[config.mk]
export PLATFORM = sky130hd
export DESIGN_NAME = tcc_rem
export DESIGN_NICKNAME = d
export VERILOG_FILES = /design/src/rtl/text_console_cursor_scroll_defines.svh /design/src/rtl/tcc_pkg.sv /design/src/rtl/tcc_rem.sv
export SDC_FILE = /design/constraint.sdc
export NUM_CORES = 1
export LEC_CHECK = 0
export ABC_AREA = 1
export BUFFER_PORTS_ARGS = -buffer_cell sky130_fd_sc_hd__buf_2
export CAP_MARGIN = 20
export CORE_ASPECT_RATIO = 0.75
export CORE_MARGIN = 3
export CORE_UTILIZATION = 50
export CTS_BUF_LIST = sky130_fd_sc_hd__clkbuf_4 sky130_fd_sc_hd__clkbuf_8
export CTS_CLUSTER_SIZE = 12
export DETAILED_ROUTE_END_ITERATION = 7
export HOLD_SLACK_MARGIN = 0.15
export PLACE_DENSITY = 0.72
export SYNTH_ARGS = -nofsm -noshare
export SYNTH_HDL_FRONTEND = slang
export SYNTH_SLANG_ARGS = --single-unit
[constraint.sdc]
create_clock -name i_clk -period 2.05 [get_ports i_clk]
set_clock_uncertainty 0.1 [all_clocks]
set_input_delay 0.41 -clock i_clk [delete_from_list [all_inputs] [get_ports i_clk]]
set_output_delay 0.41 -clock i_clk [all_outputs]
set_load 0.05 [all_outputs]
[src/rtl/text_console_cursor_scroll_defines.svh]
// ----------------------------------------------------------------------------
// text_console_cursor_scroll_defines: assertion macros for the console block.
// Each macro expects i_clk and i_rst_n in the scope where it is used.
// ----------------------------------------------------------------------------
`ifndef TEXT_CONSOLE_CURSOR_SCROLL_DEFINES_SVH
`define TEXT_CONSOLE_CURSOR_SCROLL_DEFINES_SVH

// Same-cycle implication, disabled while reset is held.
`define TCC_ASSERT_IMP(lbl, ante, cons, msg) \
    lbl: assert property (@(posedge i_clk) disable iff (!i_rst_n) (ante) |-> (cons)) \
        else $error(msg);

// Next-cycle implication, disabled while reset is held.
`define TCC_ASSERT_NXT(lbl, ante, cons, msg) \
    lbl: assert property (@(posedge i_clk) disable iff (!i_rst_n) (ante) |=> (cons)) \
        else $error(msg);

`endif

[src/rtl/tcc_pkg.sv]
// ----------------------------------------------------------------------------
// tcc_pkg: shared constants and types of the text console.
// Store size, field widths, character codes and the geometry record.
// ----------------------------------------------------------------------------
package tcc_pkg;

    localparam int SCREEN_CELLS = 4096;
    localparam int CELL_W       = $clog2(SCREEN_CELLS);
    localparam int CNT_W        = $clog2(SCREEN_CELLS + 1);

    localparam int ROW_W  = 6;
    localparam int COL_W  = 8;
    localparam int CHAR_W = 8;
    localparam int RIDX_W = 12;
    localparam int POS_W  = 12;

    localparam int PROD_W = ROW_W + COL_W;
    localparam int GEO_W  = (PROD_W > CNT_W) ? PROD_W : CNT_W;
    localparam int CMP_W  = (CNT_W > RIDX_W) ? CNT_W : RIDX_W;

    localparam int S_DATA_W = 24;
    localparam int M_DATA_W = 32;

    localparam logic [ROW_W-1:0]  ROW_RESET    = 6'd25;
    localparam logic [COL_W-1:0]  COL_RESET    = 8'd80;
    localparam logic [CHAR_W-1:0] ATTR_DEFAULT = 8'h07;
    localparam logic [CHAR_W-1:0] CH_NEWLINE   = 8'h0A;
    localparam logic [CHAR_W-1:0] CH_BACKSPACE = 8'h08;
    localparam logic [CHAR_W-1:0] CH_RETURN    = 8'h0D;

    typedef enum logic {
        CMD_PUT  = 1'b0,
        CMD_READ = 1'b1
    } t_cmd;

    typedef enum logic {
        CFG_ROW_COUNT = 1'b0,
        CFG_COL_COUNT = 1'b1
    } t_cfg_idx;

    // Effective screen geometry: columns and visible cell count.
    typedef struct packed {
        logic [COL_W-1:0] cols;
        logic [CNT_W-1:0] cells;
    } t_geom;

endpackage

[src/rtl/tcc_rem.sv]
// ----------------------------------------------------------------------------
// tcc_rem: iterative remainder unit.
// Restoring division, one dividend bit per cycle, remainder only.
// ----------------------------------------------------------------------------
module tcc_rem (
    input  logic                        i_clk,
    input  logic                        i_rst_n,
    input  logic                        i_start,
    input  logic [tcc_pkg::CELL_W-1:0]  i_dividend,
    input  logic [tcc_pkg::COL_W-1:0]   i_divisor,
    output logic                        o_done,
    output logic [tcc_pkg::COL_W-1:0]   o_rem
);

    localparam int STEP_W = $clog2(tcc_pkg::CELL_W + 1);

    logic                       r_busy;
    logic                       r_done;
    logic [STEP_W-1:0]          r_cnt;
    logic [tcc_pkg::CELL_W-1:0] r_dvd;
    logic [tcc_pkg::COL_W-1:0]  r_div;
    logic [tcc_pkg::COL_W-1:0]  r_rem;

    logic [tcc_pkg::COL_W:0]    w_trial;
    logic [tcc_pkg::COL_W:0]    w_diff;
    logic [tcc_pkg::COL_W-1:0]  n_rem;

    always_comb begin
        w_trial = {r_rem, r_dvd[tcc_pkg::CELL_W-1]};
        w_diff  = w_trial - {1'b0, r_div};
        // The partial remainder stays below the divisor, so eight bits hold it.
        n_rem   = (w_trial >= {1'b0, r_div}) ? w_diff[tcc_pkg::COL_W-1:0]
                                             : w_trial[tcc_pkg::COL_W-1:0];
    end

    always_ff @(posedge i_clk) begin
        if (!i_rst_n) begin
            r_busy <= 1'b0;
            r_done <= 1'b0;
            r_cnt  <= '0;
        end else begin
            r_done <= 1'b0;
            if (i_start) begin
                r_busy <= 1'b1;
                r_cnt  <= STEP_W'(tcc_pkg::CELL_W - 1);
            end else if (r_busy) begin
                if (r_cnt == '0) begin
                    r_busy <= 1'b0;
                    r_done <= 1'b1;
                end else begin
                    r_cnt <= r_cnt - STEP_W'(1);
                end
            end
        end
    end

    always_ff @(posedge i_clk) begin
        if (i_start) begin
            r_dvd <= i_dividend;
            r_div <= i_divisor;
            r_rem <= '0;
        end else if (r_busy) begin
            r_dvd <= {r_dvd[tcc_pkg::CELL_W-2:0], 1'b0};
            r_rem <= n_rem;
        end
    end

    assign o_done = r_done;
    assign o_rem  = r_rem;

endmodule

==> results of run 1 <==
-- Yosys cell counts, drive strengths merged --
master  instances  area share (%)
buf             1            0.60
edfxtp         20              32
a31oi           1            0.33
fa              1             1.1
xor2            4             1.9
inv            33             6.6
a21oi           8             2.1
o21ai           1            0.27
dfxtp          14              15
nand3          21             6.1
nor3            3             1.1
nand2          91              19
nor2           10             3.1
ha             10             6.7
clkbuf          2            0.40
xnor2           1            0.47
nand3b          6             2.4
nand4           2            0.67
-- state kept, by name, indices dropped and copies added (netlist names) --
register / flops
r_busy: 1
o_done: 1
r_cnt: 4
r_div: 8
r_dvd: 12
o_rem: 8
-- metrics by stage --
stage / instances / power [W] / utilization, % / hold slack, ns
after floorplan: 229 / 0.00102 / - / 0.370
after global placement: 310 / 0.00110 / 60.9 / 0.372
after detailed placement: 310 / 0.00111 / 60.9 / 0.372
after CTS: 317 / 0.00158 / 63.2 / 0.183
after global routing: 317 / 0.00165 / 63.2 / 0.179
final: 317 / 0.00157 / 63.2 / 0.193
-- layer usage --
metal  vias up  part of all wire, %  global-route usage [%]
met5         -                    0                       0
met4         0                  1.1                    8.79
met3         4                  7.3                    6.38
met2        51                   44                    25.9
met1       683                   48                    26.6
li1        805                    -                       -
-- worst paths after layout --
check / endpoint / slack (ns)
setup / recovery: o_rem[6] / 0.20
hold / removal: r_div[7] / 0.19
hold reg to reg: o_rem[5] / 0.38
setup reg to reg: o_rem[6] / 0.20
-- power groups by stage --
stage | sequential, W | combinational, W | clock, W
final | 0.000805 | 0.000288 | 0.000472
after floorplan | 0.000834 | 0.000190 | 0
after detailed placement | 0.000819 | 0.000287 | 0
after global routing | 0.000810 | 0.000327 | 0.000511
after global placement | 0.000817 | 0.000283 | 0
after CTS | 0.000805 | 0.000288 | 0.000492
-- cell families after synthesis --
family	Yosys count	share of synthesized area, %
buf+inv	36	7.61
simple gates	133	32.6
flops	34	47.0
fa+ha+maj	11	7.74
compound gates	10	2.74
xor+xnor	5	2.33
-- layout make-up --
| class | count | area share (%) |
|---|---|---|
| clock inverters | 1 | 0.172 |
| repair buffers | 34 | 8.16 |
| flip-flops and latches | 34 | 40.5 |
| clock buffers | 6 | 3.51 |
| multi-input cells | 159 | 39.1 |
| well taps | 50 | 2.87 |
| inverters | 33 | 5.69 |
==> reports/results.txt, run 1 <==
Vias in the first global route = 1389
Leak Pwr = 1.15 nW
Hold Path Class = in2reg
Worst r2r src = r_div[0]
Num CTS Buffers = 5
Post-route cell area = 2180 sq um
Flops & latches, synth = 34
WL final = 3.80 mm
HP Start = i_divisor[7]
Vias = 1543
Post-cts repair resize count = 0
Worst path cell trace = ha_1 > fa_1 > inv_1 > nand3_1 > nand3_1 > nand2_1 > nand2_1 > nand2_1 > nand3_1 > nand2_1
Hold-fix buffers at CTS = 0
FF/Latch Area = 881 sq um
Setup violators final = 0
Clk root buf = clkbuf_8
Initial DRC Count = 110
DRT Pass-1 Iters = 4
Post-synthesis sequential area ratio = 47.0%
RSZ-0062 raised after global routing = no
Slowest cell on the critical path = fa_1
Most frequent cells in the layout = nand2_1, buf_2, inv_1, edfxtp_1, nand3_1
Max incr delay on CP = 0.42 ns
Status = completed
Die Area = 4530 sq um
Layout cells sized above 1 = 21.3%
Worst setup path class = reg2reg
Clock sinks = 34
Synth cell types = 25
Cell family with most CP delay = adder cells
Post-Syn Area = 1880 sq um
Core Area = 3450 sq um
Initial Util = 54.4%
Minimum clock period = 1.85 ns
Initial antenna violation count = 0
GPL Wtd Cong = 0.889
Hpwl dp = 2.87 mm
Worst slew pin tran = 0.459 ns
Internal Pwr Total = 0.00113 W
Final Hold Viols = 0
Worst slew margin = 69.4%
Worst path most repeated cell = nand2_1
Area of the multi-input gates = 852 sq um
Die H = 59.0 microns
Ant. Diodes = 0
Post-route DRC = 0
Filler cells = 310
Syn-to-layout area delta = 16.1%
Largest net degree at the start of global routing = 16
Final nets = 301
Io pins = 32
R2R depth = 10
Worst EP arrival = 1.93 ns
Maximum vdd drop = 0.518 mV
Port bufs = 31
Most common cell after layout, fill and taps aside = nand2_1
Drt via density = 4.87
Critical Path Fanout Max = 2
Htree depth = 2
Max-slew violation count = 0
Clk network pwr share = 30.2%
Synth Instances = 229
Critical Path Source = r_div[0]
Worst EP required = 2.14 ns
Worst setup margin = 0.204 ns
Crit path capture type = flop
Post-route ant nets = 0
NetSw = 0.000438 W
Crit share post-route = 90.1%
WL/cell = 12.0 microns
Gate power share = 18.4%
CTS tree = built
Hold Path Depth = 1
Placed Area = 2100 sq um
Cell Pwr Density = 719 nW/um^2
Switch share = 28.0%
Crit path depth = 10
Die Span X = 76.7 microns
Final setup TNS = 0 ns
Syn Nets = 263
Total gr overflow = 0
Max-Cap Viols = 0
Maximum clock rate = 542 MHz
Post-place setup slack = 0.237 ns
First-pass GRT wire length = 6.38 mm
WP buf/inv = 1
Synth Area per Inst = 8.19 sq um
Row Count = 18
Gr usage total = 18.8%
Worst-Skew Late Latency = 0.29 ns
CP Launch Type = flop
CTS clock-pin slew for the worst setup and hold paths = 0.07 ns
Max Root-Sink Buffers = 2
Sequential share of power = 51.4%
Post-CTS Setup Inserts = 0
Yosys warning total = 0
No activity file was read; power rests on OpenSTA's default activity.
==> run 2, diff against run 1 <==
--- a/config.mk
+++ b/config.mk
@@ -11,7 +11,7 @@
 export CORE_ASPECT_RATIO = 0.75
 export CORE_MARGIN = 3
 export CORE_UTILIZATION = 50
-export CTS_BUF_LIST = sky130_fd_sc_hd__clkbuf_4 sky130_fd_sc_hd__clkbuf_8
+export CTS_CLUSTER_DIAMETER = 200
 export CTS_CLUSTER_SIZE = 12
 export DETAILED_ROUTE_END_ITERATION = 7
 export HOLD_SLACK_MARGIN = 0.15
==> run 2 against run 1 <==
Final cell count unchanged. Sequential cell count unchanged. Power decreased by 0.73%. Core utilization decreased by 0.11 points. Combinational power about the same. Clock-buffer cell count unchanged. Maximum frequency about the same. First-iteration DRC count unchanged. Global-route usage unchanged. Sequential share of layout area increased by 0.070 points. Routed wire length increased by 0.21%. Critical path type unchanged. Highest routed layer unchanged.
==> reports/results.txt, run 2 (synthesized netlist as in run 1, its figures left out) <==
Status = completed
Minimum clock period = 1.84 ns (-0.00152 ns)
Drt via density = 4.85 (-0.26%)
Core Area = 3450 sq um (unchanged)
Filler cells = 310 (unchanged)
Die Area = 4530 sq um (unchanged)
Max incr delay on CP = 0.42 ns (about the same)
Worst EP arrival = 1.93 ns (about the same)
Vias = 1539 (-0.26%)
Most common cell after layout, fill and taps aside = nand2_1
CP Launch Type = flop
Hold Path Class = in2reg
Post-route ant nets = 0 (unchanged)
GPL Wtd Cong = 0.889 (unchanged)
Final nets = 301 (unchanged)
Max Root-Sink Buffers = 2 (unchanged)
Max-Cap Viols = 0 (unchanged)
Power, Total = 0.00155 W (-0.73%)
Worst slew margin = 69.4% (about the same)
Initial Util = 54.4% (unchanged)
WL/cell = 12.0 microns (+0.21%)
Cell Pwr Density = 715 nW/um^2 (-0.56%)
Slowest cell on the critical path = fa_1
Worst r2r src = r_div[0]
Final setup TNS = 0 ns (unchanged)
Max reg flops = 12 (unchanged)
Clk root buf = clkbuf_8
Final Hold Viols = 0 (unchanged)
Leak Pwr = 1.15 nW (-0.30%)
Worst r2r dst = o_rem[6]
CTS tree = built
Crit share post-route = 90.0% (about the same)
Clock sinks = 34 (unchanged)
Syn-to-layout area delta = 15.9%
Worst-Skew Late Latency = 0.29 ns (about the same)
Io pins = 32 (unchanged)
Worst path cell trace = ha_1 > fa_1 > inv_1 > nand3_1 > nand3_1 > nand2_1 > nand2_1 > nand2_1 > nand3_1 > nand2_1
First-pass GRT wire length = 6.38 mm (unchanged)
Gr usage total = 18.8% (unchanged)
Max-slew violation count = 0 (unchanged)
Maximum vdd drop = 0.514 mV (-0.77%)
Hold-fix buffers at CTS = 0 (unchanged)
Worst EP required = 2.14 ns (about the same)
CTS clock-pin slew for the worst setup and hold paths = 0.07 ns (about the same)
Initial antenna violation count = 0 (unchanged)
Ant. Diodes = 0 (unchanged)
Total gr overflow = 0 (unchanged)
WL final = 3.81 mm (+0.21%)
Die H = 59.0 microns (unchanged)
Largest net degree at the start of global routing = 16 (unchanged)
Most frequent cells in the layout = nand2_1, buf_2, inv_1, edfxtp_1, nand3_1
Row Count = 18 (unchanged)
Post-cts repair resize count = 0 (unchanged)
HP Start = i_divisor[7]
Post-CTS Setup Inserts = 0 (unchanged)
Hpwl dp = 2.87 mm (unchanged)
Maximum clock rate = 542 MHz (about the same)
Setup violators final = 0 (unchanged)
Initial DRC Count = 110 (unchanged)
R2R depth = 10 (unchanged)
Worst setup path class = reg2reg
DRT Pass-1 Iters = 4 (unchanged)
Hold Path Depth = 1 (unchanged)
Critical Path Fanout Max = 2 (unchanged)
Post-route DRC = 0 (unchanged)
Layout cells sized above 1 = 21.0% (-0.37 points)
Num CTS Buffers = 5 (unchanged)
WHS Endpoint = r_div[7]
RSZ-0062 raised after global routing = no
Worst slew pin tran = 0.459 ns (-0.00000584 ns)
Die Span X = 76.7 microns (unchanged)
Htree depth = 2 (unchanged)
Largest Register = r_dvd
Vias in the first global route = 1389 (unchanged)
Port bufs = 31 (unchanged)
Crit path capture type = flop
Worst R2R Setup Slack = 0.21 ns (about the same)
Worst path most repeated cell = nand2_1
==> run 2: cell counts in the layout (fill, tap and decap cells not counted) <==
No cell type changed its count.
==> run 2: worst max path at each step <==
stage / from / cells past startpoint / end
final: r_div[0] / 10 / o_rem[6]
after detailed placement: r_div[0] / 10 / o_rem[6]
after CTS: r_div[0] / 10 / o_rem[6]
after global placement: r_dvd[11] / 11 / o_rem[6]
after global routing: r_dvd[11] / 11 / o_rem[6]
after floorplan: o_rem[0] / 10 / o_rem[6]
==> run 2: cell type report <==
type                       count  area, sq um  area share [%]
sequential                    34          881            40.5
inverter                      33          124            5.70
multi-input combinational    159          852            39.2
timing repair buffer          34          178            8.18
clock inverter                 1         3.75           0.173
clock buffer                   6         72.6            3.34
tap                           50         62.6            2.88
==> run 2: power breakdown <==
part	leakage (nW)	switching (W)	internal (W)
clock network	0.0387	0.000232	0.000229
registers	0.316	0.0000226	0.000782
logic	0.794	0.000185	0.000103
total	1.15	0.000439	0.00111
==> run 2: per-stage QoR <==
stage	utilization (%)	instance area, sq um	hold WS [ns]	instances	setup slack [ns]
after floorplan	-	1880	0.370	229	0.115
after global placement	60.9	2100	0.372	310	0.293
after detailed placement	60.9	2100	0.372	310	0.237
after CTS	63.1	2170	0.183	317	0.221
after global routing	63.1	2170	0.179	317	0.0889
final	63.1	2170	0.193	317	0.205
==> run 2: worst max-delay path, delay by kind of cell (launching register included) <==
kind | cells | cell delay (ns)
DFF | 1 | 0.37
buffers and inverters | 1 | 0.10
adders and majority gates | 2 | 0.65
and+or+nand+nor | 7 | 0.51
==> run 2: per-layer routing <==
layer  up-vias  routed length [microns]  track usage [%]
met4         0                       41             8.79
met3         4                      263             6.38
met2        48                     1670             25.9
met5         -                        0                0
li1        805                        -                -
met1       682                     1830             26.6
