===== config.mk =====
export PLATFORM = sky130hd
export DESIGN_NAME = tcc_geom
export DESIGN_NICKNAME = d
export VERILOG_FILES = /design/src/rtl/text_console_cursor_scroll_defines.svh /design/src/rtl/tcc_pkg.sv /design/src/rtl/tcc_geom.sv
export SDC_FILE = /design/constraint.sdc
export NUM_CORES = 1
export LEC_CHECK = 0
export ABC_AREA = 1
export BUFFER_PORTS_ARGS = -buffer_cell sky130_fd_sc_hd__buf_2
export CAP_MARGIN = 5
export CELL_PAD_IN_SITES_DETAIL_PLACEMENT = 0
export CELL_PAD_IN_SITES_GLOBAL_PLACEMENT = 1
export CORE_MARGIN = 10
export CORE_UTILIZATION = 40
export DETAILED_ROUTE_END_ITERATION = 12
export PLACE_DENSITY = 0.84
export RECOVER_POWER = 50
export SYNTH_ARGS = -nofsm -noshare
export SYNTH_HDL_FRONTEND = slang
export SYNTH_SLANG_ARGS = --single-unit

===== constraint.sdc =====
create_clock -name i_clk -period 9.07 [get_ports i_clk]
set_input_delay 1.3605 -clock i_clk [delete_from_list [all_inputs] [get_ports i_clk]]
set_output_delay 1.3605 -clock i_clk [all_outputs]
set_load 0.05 [all_outputs]

===== src/rtl/text_console_cursor_scroll_defines.svh =====
// ----------------------------------------------------------------------------
// text_console_cursor_scroll_defines: assertion macros for the console block.
// Each macro expects i_clk and i_rst_n in the scope where it is used.
// ----------------------------------------------------------------------------
`ifndef TEXT_CONSOLE_CURSOR_SCROLL_DEFINES_SVH
`define TEXT_CONSOLE_CURSOR_SCROLL_DEFINES_SVH

// Same-cycle implication, disabled while reset is held.
`define TCC_ASSERT_IMP(lbl, ante, cons, msg) \
    lbl: assert property (@(posedge i_clk) disable iff (!i_rst_n) (ante) |-> (cons)) \
        else $error(msg);

// Next-cycle implication, disabled while reset is held.
`define TCC_ASSERT_NXT(lbl, ante, cons, msg) \
    lbl: assert property (@(posedge i_clk) disable iff (!i_rst_n) (ante) |=> (cons)) \
        else $error(msg);

`endif


===== src/rtl/tcc_pkg.sv =====
// ----------------------------------------------------------------------------
// tcc_pkg: shared constants and types of the text console.
// Store size, field widths, character codes and the geometry record.
// ----------------------------------------------------------------------------
package tcc_pkg;

    localparam int SCREEN_CELLS = 4096;
    localparam int CELL_W       = $clog2(SCREEN_CELLS);
    localparam int CNT_W        = $clog2(SCREEN_CELLS + 1);

    localparam int ROW_W  = 6;
    localparam int COL_W  = 8;
    localparam int CHAR_W = 8;
    localparam int RIDX_W = 12;
    localparam int POS_W  = 12;

    localparam int PROD_W = ROW_W + COL_W;
    localparam int GEO_W  = (PROD_W > CNT_W) ? PROD_W : CNT_W;
    localparam int CMP_W  = (CNT_W > RIDX_W) ? CNT_W : RIDX_W;

    localparam int S_DATA_W = 24;
    localparam int M_DATA_W = 32;

    localparam logic [ROW_W-1:0]  ROW_RESET    = 6'd25;
    localparam logic [COL_W-1:0]  COL_RESET    = 8'd80;
    localparam logic [CHAR_W-1:0] ATTR_DEFAULT = 8'h07;
    localparam logic [CHAR_W-1:0] CH_NEWLINE   = 8'h0A;
    localparam logic [CHAR_W-1:0] CH_BACKSPACE = 8'h08;
    localparam logic [CHAR_W-1:0] CH_RETURN    = 8'h0D;

    typedef enum logic {
        CMD_PUT  = 1'b0,
        CMD_READ = 1'b1
    } t_cmd;

    typedef enum logic {
        CFG_ROW_COUNT = 1'b0,
        CFG_COL_COUNT = 1'b1
    } t_cfg_idx;

    // Effective screen geometry: columns and visible cell count.
    typedef struct packed {
        logic [COL_W-1:0] cols;
        logic [CNT_W-1:0] cells;
    } t_geom;

endpackage


===== src/rtl/tcc_geom.sv =====
// ----------------------------------------------------------------------------
// tcc_geom: effective screen geometry unit.
// Multiplies rows by columns once, then subtracts a row per cycle until the
// visible area fits in the store.
// ----------------------------------------------------------------------------
module tcc_geom (
    input  logic                       i_clk,
    input  logic                       i_rst_n,
    input  logic                       i_start,
    input  logic [tcc_pkg::ROW_W-1:0]  i_row_count,
    input  logic [tcc_pkg::COL_W-1:0]  i_col_count,
    output logic                       o_done,
    output tcc_pkg::t_geom             o_geom
);

    logic                      r_busy;
    logic                      r_mul;
    logic                      r_done;
    logic [tcc_pkg::ROW_W-1:0] r_rows;
    logic [tcc_pkg::COL_W-1:0] r_cols;
    logic [tcc_pkg::GEO_W-1:0] r_acc;

    logic [tcc_pkg::ROW_W-1:0] w_rows_in;
    logic [tcc_pkg::COL_W-1:0] w_cols_in;

    always_comb begin
        w_rows_in = (i_row_count == '0) ? tcc_pkg::ROW_W'(1) : i_row_count;
        priority if (i_col_count == '0) begin
            w_cols_in = tcc_pkg::COL_W'(1);
        end else if (tcc_pkg::GEO_W'(i_col_count) > tcc_pkg::GEO_W'(tcc_pkg::SCREEN_CELLS)) begin
            w_cols_in = tcc_pkg::COL_W'(tcc_pkg::SCREEN_CELLS);
        end else begin
            w_cols_in = i_col_count;
        end
    end

    always_ff @(posedge i_clk) begin
        if (!i_rst_n) begin
            r_busy <= 1'b0;
            r_mul  <= 1'b0;
            r_done <= 1'b0;
        end else begin
            r_done <= 1'b0;
            if (i_start) begin
                r_busy <= 1'b1;
                r_mul  <= 1'b1;
            end else if (r_busy && r_mul) begin
                r_mul <= 1'b0;
            end else if (r_busy) begin
                if (r_acc <= tcc_pkg::GEO_W'(tcc_pkg::SCREEN_CELLS)) begin
                    r_busy <= 1'b0;
                    r_done <= 1'b1;
                end
            end
        end
    end

    always_ff @(posedge i_clk) begin
        if (i_start) begin
            r_rows <= w_rows_in;
            r_cols <= w_cols_in;
        end else if (r_busy && r_mul) begin
            r_acc <= tcc_pkg::GEO_W'(tcc_pkg::PROD_W'(r_rows) * tcc_pkg::PROD_W'(r_cols));
        end else if (r_busy && (r_acc > tcc_pkg::GEO_W'(tcc_pkg::SCREEN_CELLS))) begin
            // Drop one row; the result is the row count clamped so the visible area fits the store.
            r_acc <= r_acc - tcc_pkg::GEO_W'(r_cols);
        end
    end

    assign o_done       = r_done;
    assign o_geom.cols  = r_cols;
    assign o_geom.cells = r_acc[tcc_pkg::CNT_W-1:0];

endmodule


==> results_dict.tcl, run 1 <==
set metrics [dict create \
    synthesis.area_per_instance_um2 7.10 \
    wl_met3_um 356 \
    critPathMaxStageDelay_ns 0.54 \
    rsz0062_at_grt "false" \
    clk_pin_slew_worst_paths_ns 0.06 \
    critPathSlowestCell "edfxtp_1" \
    finalSetupViolCount 0 \
    fmaxAchievable_mhz 270 \
    netlist_area_um2 3620 \
    critPathTopFamily "adder cells" \
    diodes 0 \
    grt_antenna_before_repair 0 \
    tightest_slew_ns 0.916 \
    pin_count 39 \
    endpoint_kind "flip-flop" \
    post-route-min-period_ns 3.70 \
    fill_cells 939 \
    slew_viol_final 0 \
    drt_iter0_markers 90 \
    finalCritPeriodShare_pct 40.8 \
    synth-compound-area-share_pct 3.63 \
    port_buffers 38 \
    grt_first_pass_wirelength_mm 14.2 \
    grt_max_degree 18 \
    dr.pass1.iters 4 \
    die_w_um 115 \
    yosys.area_share.simple_pct 27.9 \
    crit_top_cell "nand2_1" \
    tritoncts "done" \
    crit_arrival_ns 3.74 \
    finalHoldViolations 0 \
    grt.overflow.total 0 \
    setup_ws_ns 5.37 \
    slew_headroom_pct 38.9 \
    setup_tns_ns 0 \
    crit_type "reg -> reg" \
    p_per_area_nw_per_um2 181 \
    core_um2 8760 \
    final_core_util_pct 43.8 \
    clkSinkCount 31 \
    rows 34 \
    crit_buf_inv 3 \
    dp_slack_ns 5.32 \
    die-area_um2 13300 \
    worst-path-stages 15 \
    gp_congestion 0.790 \
    crit_chain "nand2_1, inv_1, fa_1, fa_1, inv_1, fa_1, inv_1, ha_1, nand2_1, nand3_2, nand2_1, nand2_1, or2_0, nand2_1, nand2_1" \
    synthXorXnorAreaFrac_pct 0.968 \
    initial_core_util_pct 41.3 \
    ant_nets 0 \
    area_growth_pct 6.09 \
    route.vias.total 2931 \
    setup.worst_path.start_class "flip-flop" \
    grt_usage_pct 12.8 \
    htree_levels 2 \
    synthAdderAreaFrac_pct 24.8 \
    ctsHoldBuffers 0 \
    dp.final_hpwl_mm 6.74 \
    synth_top_family_by_area "simple AND/OR/NAND/NOR gates" \
    ys_seq_area_share_pct 24.9 \
    dr_wl_met2_mm 3.65 \
    irDropWorstVdd_mv 0.106 \
    final_layout_size_suffix_gt1_share_pct 8.78 \
    finalClockSkew_ns 0.00124 \
    die-height_um 115 \
    final_cell_mix "nand2_1, inv_1, nand3_1" \
    netlist_instances 510 \
    p_leak_uw 0.00223 \
    cts_max_path_buffers 2 \
    post_cts_buffers 0 \
    path_max_fanout 9 \
    drc 0 \
    muxShareOfSynthArea_pct 0 \
    whs_path_depth 2 \
    cts_resized 0 \
    r2r_cells 15 \
    synth.ff_latch_count 31 \
    first_global_vias 3144 \
    routed.top_layer "met4" \
    synth_nets 583 \
    final_common_cell "nand2_1" \
    viasPerCell 4.64 \
    wire_per_inst_um 12.2 \
    clk_latency_ns 0.28 \
    status "finished clean" \
    nets 596 \
    cp_data_required_time_ns 9.10 \
    maxCapViolCount 0 \
    routed_wl_mm 7.73 \
    synth_cell_types 31 \
    clockRootBuffer "clkbuf_8" \
    yosysWarnings 0 \
    cts-buffers-inserted 5 \
    wl_met1_mm 3.64 \
    hp-class "reg -> reg" \
]
[cells by family after synthesis]
group,Yosys count
buffers and inverters,158
adder cells (fa/ha/maj),56
AO/OA/AOI/OAI,23
flip-flops,31
XOR/XNOR,4
AND/OR/NAND/NOR,238
[final cells by class]
class | instances | area (um^2) | share of cell area [%]
repair buffers | 39 | 184 | 4.79
multi-input cells | 321 | 2070 | 53.9
clock buffers | 7 | 76.3 | 1.99
inverters | 125 | 469 | 12.2
well taps | 108 | 135 | 3.52
clock inverters | 1 | 5.00 | 0.130
flip-flops and latches | 31 | 901 | 23.5
[where the power goes]
part | internal, uW | switching (uW)
sequential | 173 | 17.3
combinational | 145 | 257
clock | 53.7 | 49.5
total | 372 | 324
[layer usage]
layer / vias up / track usage [%]
met2: 42 / 22.0
li1: 1547 / -
met1: 1334 / 15.9
met5: - / 0
met3: 8 / 2.86
met4: 0 / 2.81
[worst reg2reg max path, delay by kind of cell, from the launching register on]
kind,cells,cell delay [ns]
flops,1,0.54
fa+ha+maj,4,1.93
simple gates,8,0.84
buf+inv,3,0.15
[per-stage QoR]
| stage | area [um^2] | std cells | hold slack, ns | total power [uW] |
|---|---|---|---|---|
| 5_1_grt | 3840 | 632 | 0.513 | 786 |
| 4_1_cts | 3850 | 632 | 0.495 | 706 |
| 6_report | 3840 | 632 | 0.481 | 696 |
| 2_1_floorplan | 3620 | 510 | 0.463 | 521 |
| 3_5_place_dp | 3770 | 624 | 0.486 | 600 |
| 3_3_place_gp | 3770 | 624 | 0.483 | 593 |
[path summary, 6_finish.rpt]
kind,from,end,slack [ns]
worst max register to register,r_cols[1]$_SDFFCE_PN0P_,r_acc[9]$_DFFE_PP_,5.37
worst max-delay path,r_cols[1]$_SDFFCE_PN0P_,r_acc[9]$_DFFE_PP_,5.37
worst min register to register,r_busy$_SDFFE_PN0P_,o_done$_SDFF_PP0_,0.48
worst min-delay path,r_busy$_SDFFE_PN0P_,o_done$_SDFF_PP0_,0.48
[sequential cells by signal, summed over array words and instances (netlist names)]
register and count:
r_rows 6, r_acc 14, o_done 1, r_busy 1, r_cols 8, r_mul 1
[synth_stat cells, drive strengths merged]
library cell / number / area (um^2)
a21o: 1 / 7.51
edfxtp: 28 / 841
xor2: 4 / 35.0
clkbuf: 18 / 67.6
o21bai: 1 / 7.51
or2: 3 / 18.8
dfxtp: 3 / 60.1
a21boi: 1 / 7.51
nand3: 37 / 200
inv: 125 / 469
nor4: 1 / 6.26
nand3b: 4 / 30.0
nand4: 4 / 25.0
fa: 26 / 521
o21ai: 7 / 38.8
buf: 15 / 110
or4: 1 / 7.51
nor3: 2 / 10.0
o22ai: 1 / 6.26
ha: 30 / 375
nor2: 31 / 116
nand2: 155 / 594
a21oi: 12 / 63.8
Power figures use the tool's default switching activity.
==> inputs of run 2 (changes only) <==
clock period = 3.5 ns   (was 9.07 ns; I/O delays follow)
==> run 2 against run 1 <==
Effect of this change: combinational power rose to 3.7 times the previous value; via count up 5.8%; sequential power rose to 2.5 times the previous value; clock power rose to 2.7 times the previous value; die area unchanged; maximum frequency up 8.2%; critical endpoint unchanged; sequential share of layout area down 2.6 points; critical path depth up 1; global-route usage down 0.21 points; largest power group unchanged; non-clock buffer count up 33.
==> results_dict.tcl, run 2 (synthesis gave the netlist of run 1 again) <==
set metrics [dict create \
    p_leak_uw 0.00241 \
    path_max_fanout 5 \
    endpoint_kind "flip-flop" \
    gp_congestion 0.845 \
    placedCellCount 630 \
    core_um2 8760 \
    finalClockSkew_ns 0.00658 \
    clk_pin_slew_worst_paths_ns 0.07 \
    crit_type "reg -> reg" \
    rsz0062_at_grt "true" \
    final_layout_size_suffix_gt1_share_pct 20.8 \
    wire_per_inst_um 12.4 \
    final_core_util_pct 49.3 \
    finalCritPeriodShare_pct 97.8 \
    grt_first_pass_wirelength_mm 13.8 \
    clkSinkCount 31 \
    setup.worst_path.start_class "flip-flop" \
    hp-class "in -> reg" \
    top_regs "r_acc x14, r_cols x8, r_rows x6" \
    drc 0 \
    port_buffers 38 \
    first_global_vias 3083 \
    die_w_um 115 \
    placed_area_um2 3930 \
    clk_latency_ns 0.28 \
    slew_headroom_pct 39.2 \
    fill_cells 874 \
    design_area_um2 4320 \
    p_per_area_nw_per_um2 524 \
    p_switching_uw 1060 \
    pin_count 39 \
    slew_viol_final 0 \
    initial_core_util_pct 41.3 \
    final_cell_mix "nand2_1, inv_1, buf_4" \
    crit_arrival_ns 3.46 \
    final_common_cell "nand2_1" \
    ant_nets 0 \
    irDropWorstVdd_mv 0.301 \
    largest_reg_flops 14 \
    drt_iter0_markers 140 \
    area_growth_pct 19.4 \
    setup_ws_ns 0.0774 \
    comb_power_share_pct 66.5 \
    cts_max_path_buffers 2 \
    viasPerCell 4.66 \
    tritoncts "done" \
    finalSetupViolCount 0 \
    crit_buf_inv 4 \
    die-area_um2 13300 \
    finalNonFillerCells 665 \
    nets 629 \
    die-height_um 115 \
    cp_data_required_time_ns 3.54 \
    routed_wl_mm 8.23 \
    fin_hold_ws_ns 0.435 \
    maxCapViolCount 0 \
    dp_slack_ns 0.0321 \
    grt_usage_pct 12.6 \
    dr.pass1.iters 4 \
    grt.overflow.total 0 \
    clockRootBuffer "clkbuf_8" \
    status "finished clean" \
    top_register "r_acc" \
    diodes 0 \
    p_int_uw 1210 \
    grt_antenna_before_repair 0 \
    route.vias.total 3102 \
    critPathSlowestCell "fa_1" \
    tightest_slew_ns 0.912 \
    rows 34 \
    htree_levels 2 \
    critPathTopFamily "adder cells" \
    p_seq_share_pct 21.3 \
    dp.final_hpwl_mm 6.76 \
    finalHoldViolations 0 \
    fmaxAchievable_mhz 292 \
    crit_chain "buf_4, nand2_1, inv_1, fa_1, fa_1, inv_1, fa_1, inv_2, ha_4, nand3_4, nand3_4, nand2_2, nand2_2, or2_0, nand2_1, nand2_1" \
    grt_max_degree 18 \
    post-route-min-period_ns 3.42 \
    cts-buffers-inserted 5 \
    p_sw_share_pct 46.7 \
    power.share.clock_pct 12.3 \
    critPathMaxStageDelay_ns 0.50 \
]
==> run 2: cell count changes in the layout (fill, tap and decap cells not counted), sizes merged <==
cell / delta
clkbuf: +8
buf: +25
==> run 2: worst reg2reg max path, cell delays in order (launching register included) <==
cell      delay (ns)
edfxtp_1        0.47
buf_4           0.17
nand2_1         0.05
inv_1           0.05
fa_1            0.45
fa_1            0.50
inv_1           0.05
fa_1            0.49
inv_2           0.05
ha_4            0.27
nand3_4         0.09
nand3_4         0.07
nand2_2         0.08
nand2_2         0.06
or2_0           0.21
nand2_1         0.08
nand2_1         0.05
==> run 2: path summary, 6_finish.rpt <==
kind | to | cells after the start | start | slack, ns
worst max-delay path | r_acc[9]$_DFFE_PP_ | 16 | r_rows[4]$_SDFFCE_PN0P_ | 0.08
worst min-delay path | r_rows[2]$_SDFFCE_PN0P_ | 1 | i_row_count[2] | 0.43
worst max register to register | r_acc[9]$_DFFE_PP_ | 16 | r_rows[4]$_SDFFCE_PN0P_ | 0.08
worst min register to register | o_done$_SDFF_PP0_ | 2 | r_busy$_SDFFE_PN0P_ | 0.49
==> run 2: layout make-up <==
type	instances	area [um^2]	share of cell area [%]
sequential	31	901	20.9
timing repair buffer	72	432	9.99
inverter	125	469	10.9
clock inverter	1	5.00	0.116
multi-input combinational	321	2300	53.3
clock buffer	7	76.3	1.77
tap	108	135	3.13
==> run 2: repair_timing <==
item                                   in CTS  in global routing
endpoints found under the hold margin       0                  0
buffers inserted                            0                 27
setup endpoints to repair                   0                  8
resized for setup                           0                 37
hold buffers                                0                  0
==> run 2: layer usage <==
| metal | routed length (um) | vias to the layer above | global-route usage (%) | share of wire, % |
|---|---|---|---|---|
| li1 | - | 1606 | - | - |
| met1 | 3870 | 1431 | 15.7 | 47 |
| met2 | 3870 | 59 | 21.5 | 47 |
| met3 | 417 | 6 | 2.86 | 5.1 |
| met4 | 80 | 0 | 2.72 | 0.97 |
| met5 | 0 | - | 0 | 0 |
==> run 2: through the flow <==
| step | total power (uW) | setup TNS (ns) |
|---|---|---|
| CTS | 2060 | 0 |
| detailed placement | 1780 | 0 |
| floorplan | 1550 | 0 |
| finish | 2260 | 0 |
| global placement | 1760 | 0 |
| global route | 2490 | -0.398 |
==> run 2: power groups by stage <==
stage / logic, uW / clock network, uW / registers [uW]
2_1_floorplan: 1050 / 0 / 504
3_3_place_gp: 1260 / 0 / 496
3_5_place_dp: 1280 / 0 / 496
4_1_cts: 1290 / 283 / 488
5_1_grt: 1700 / 305 / 486
6_report: 1500 / 278 / 482
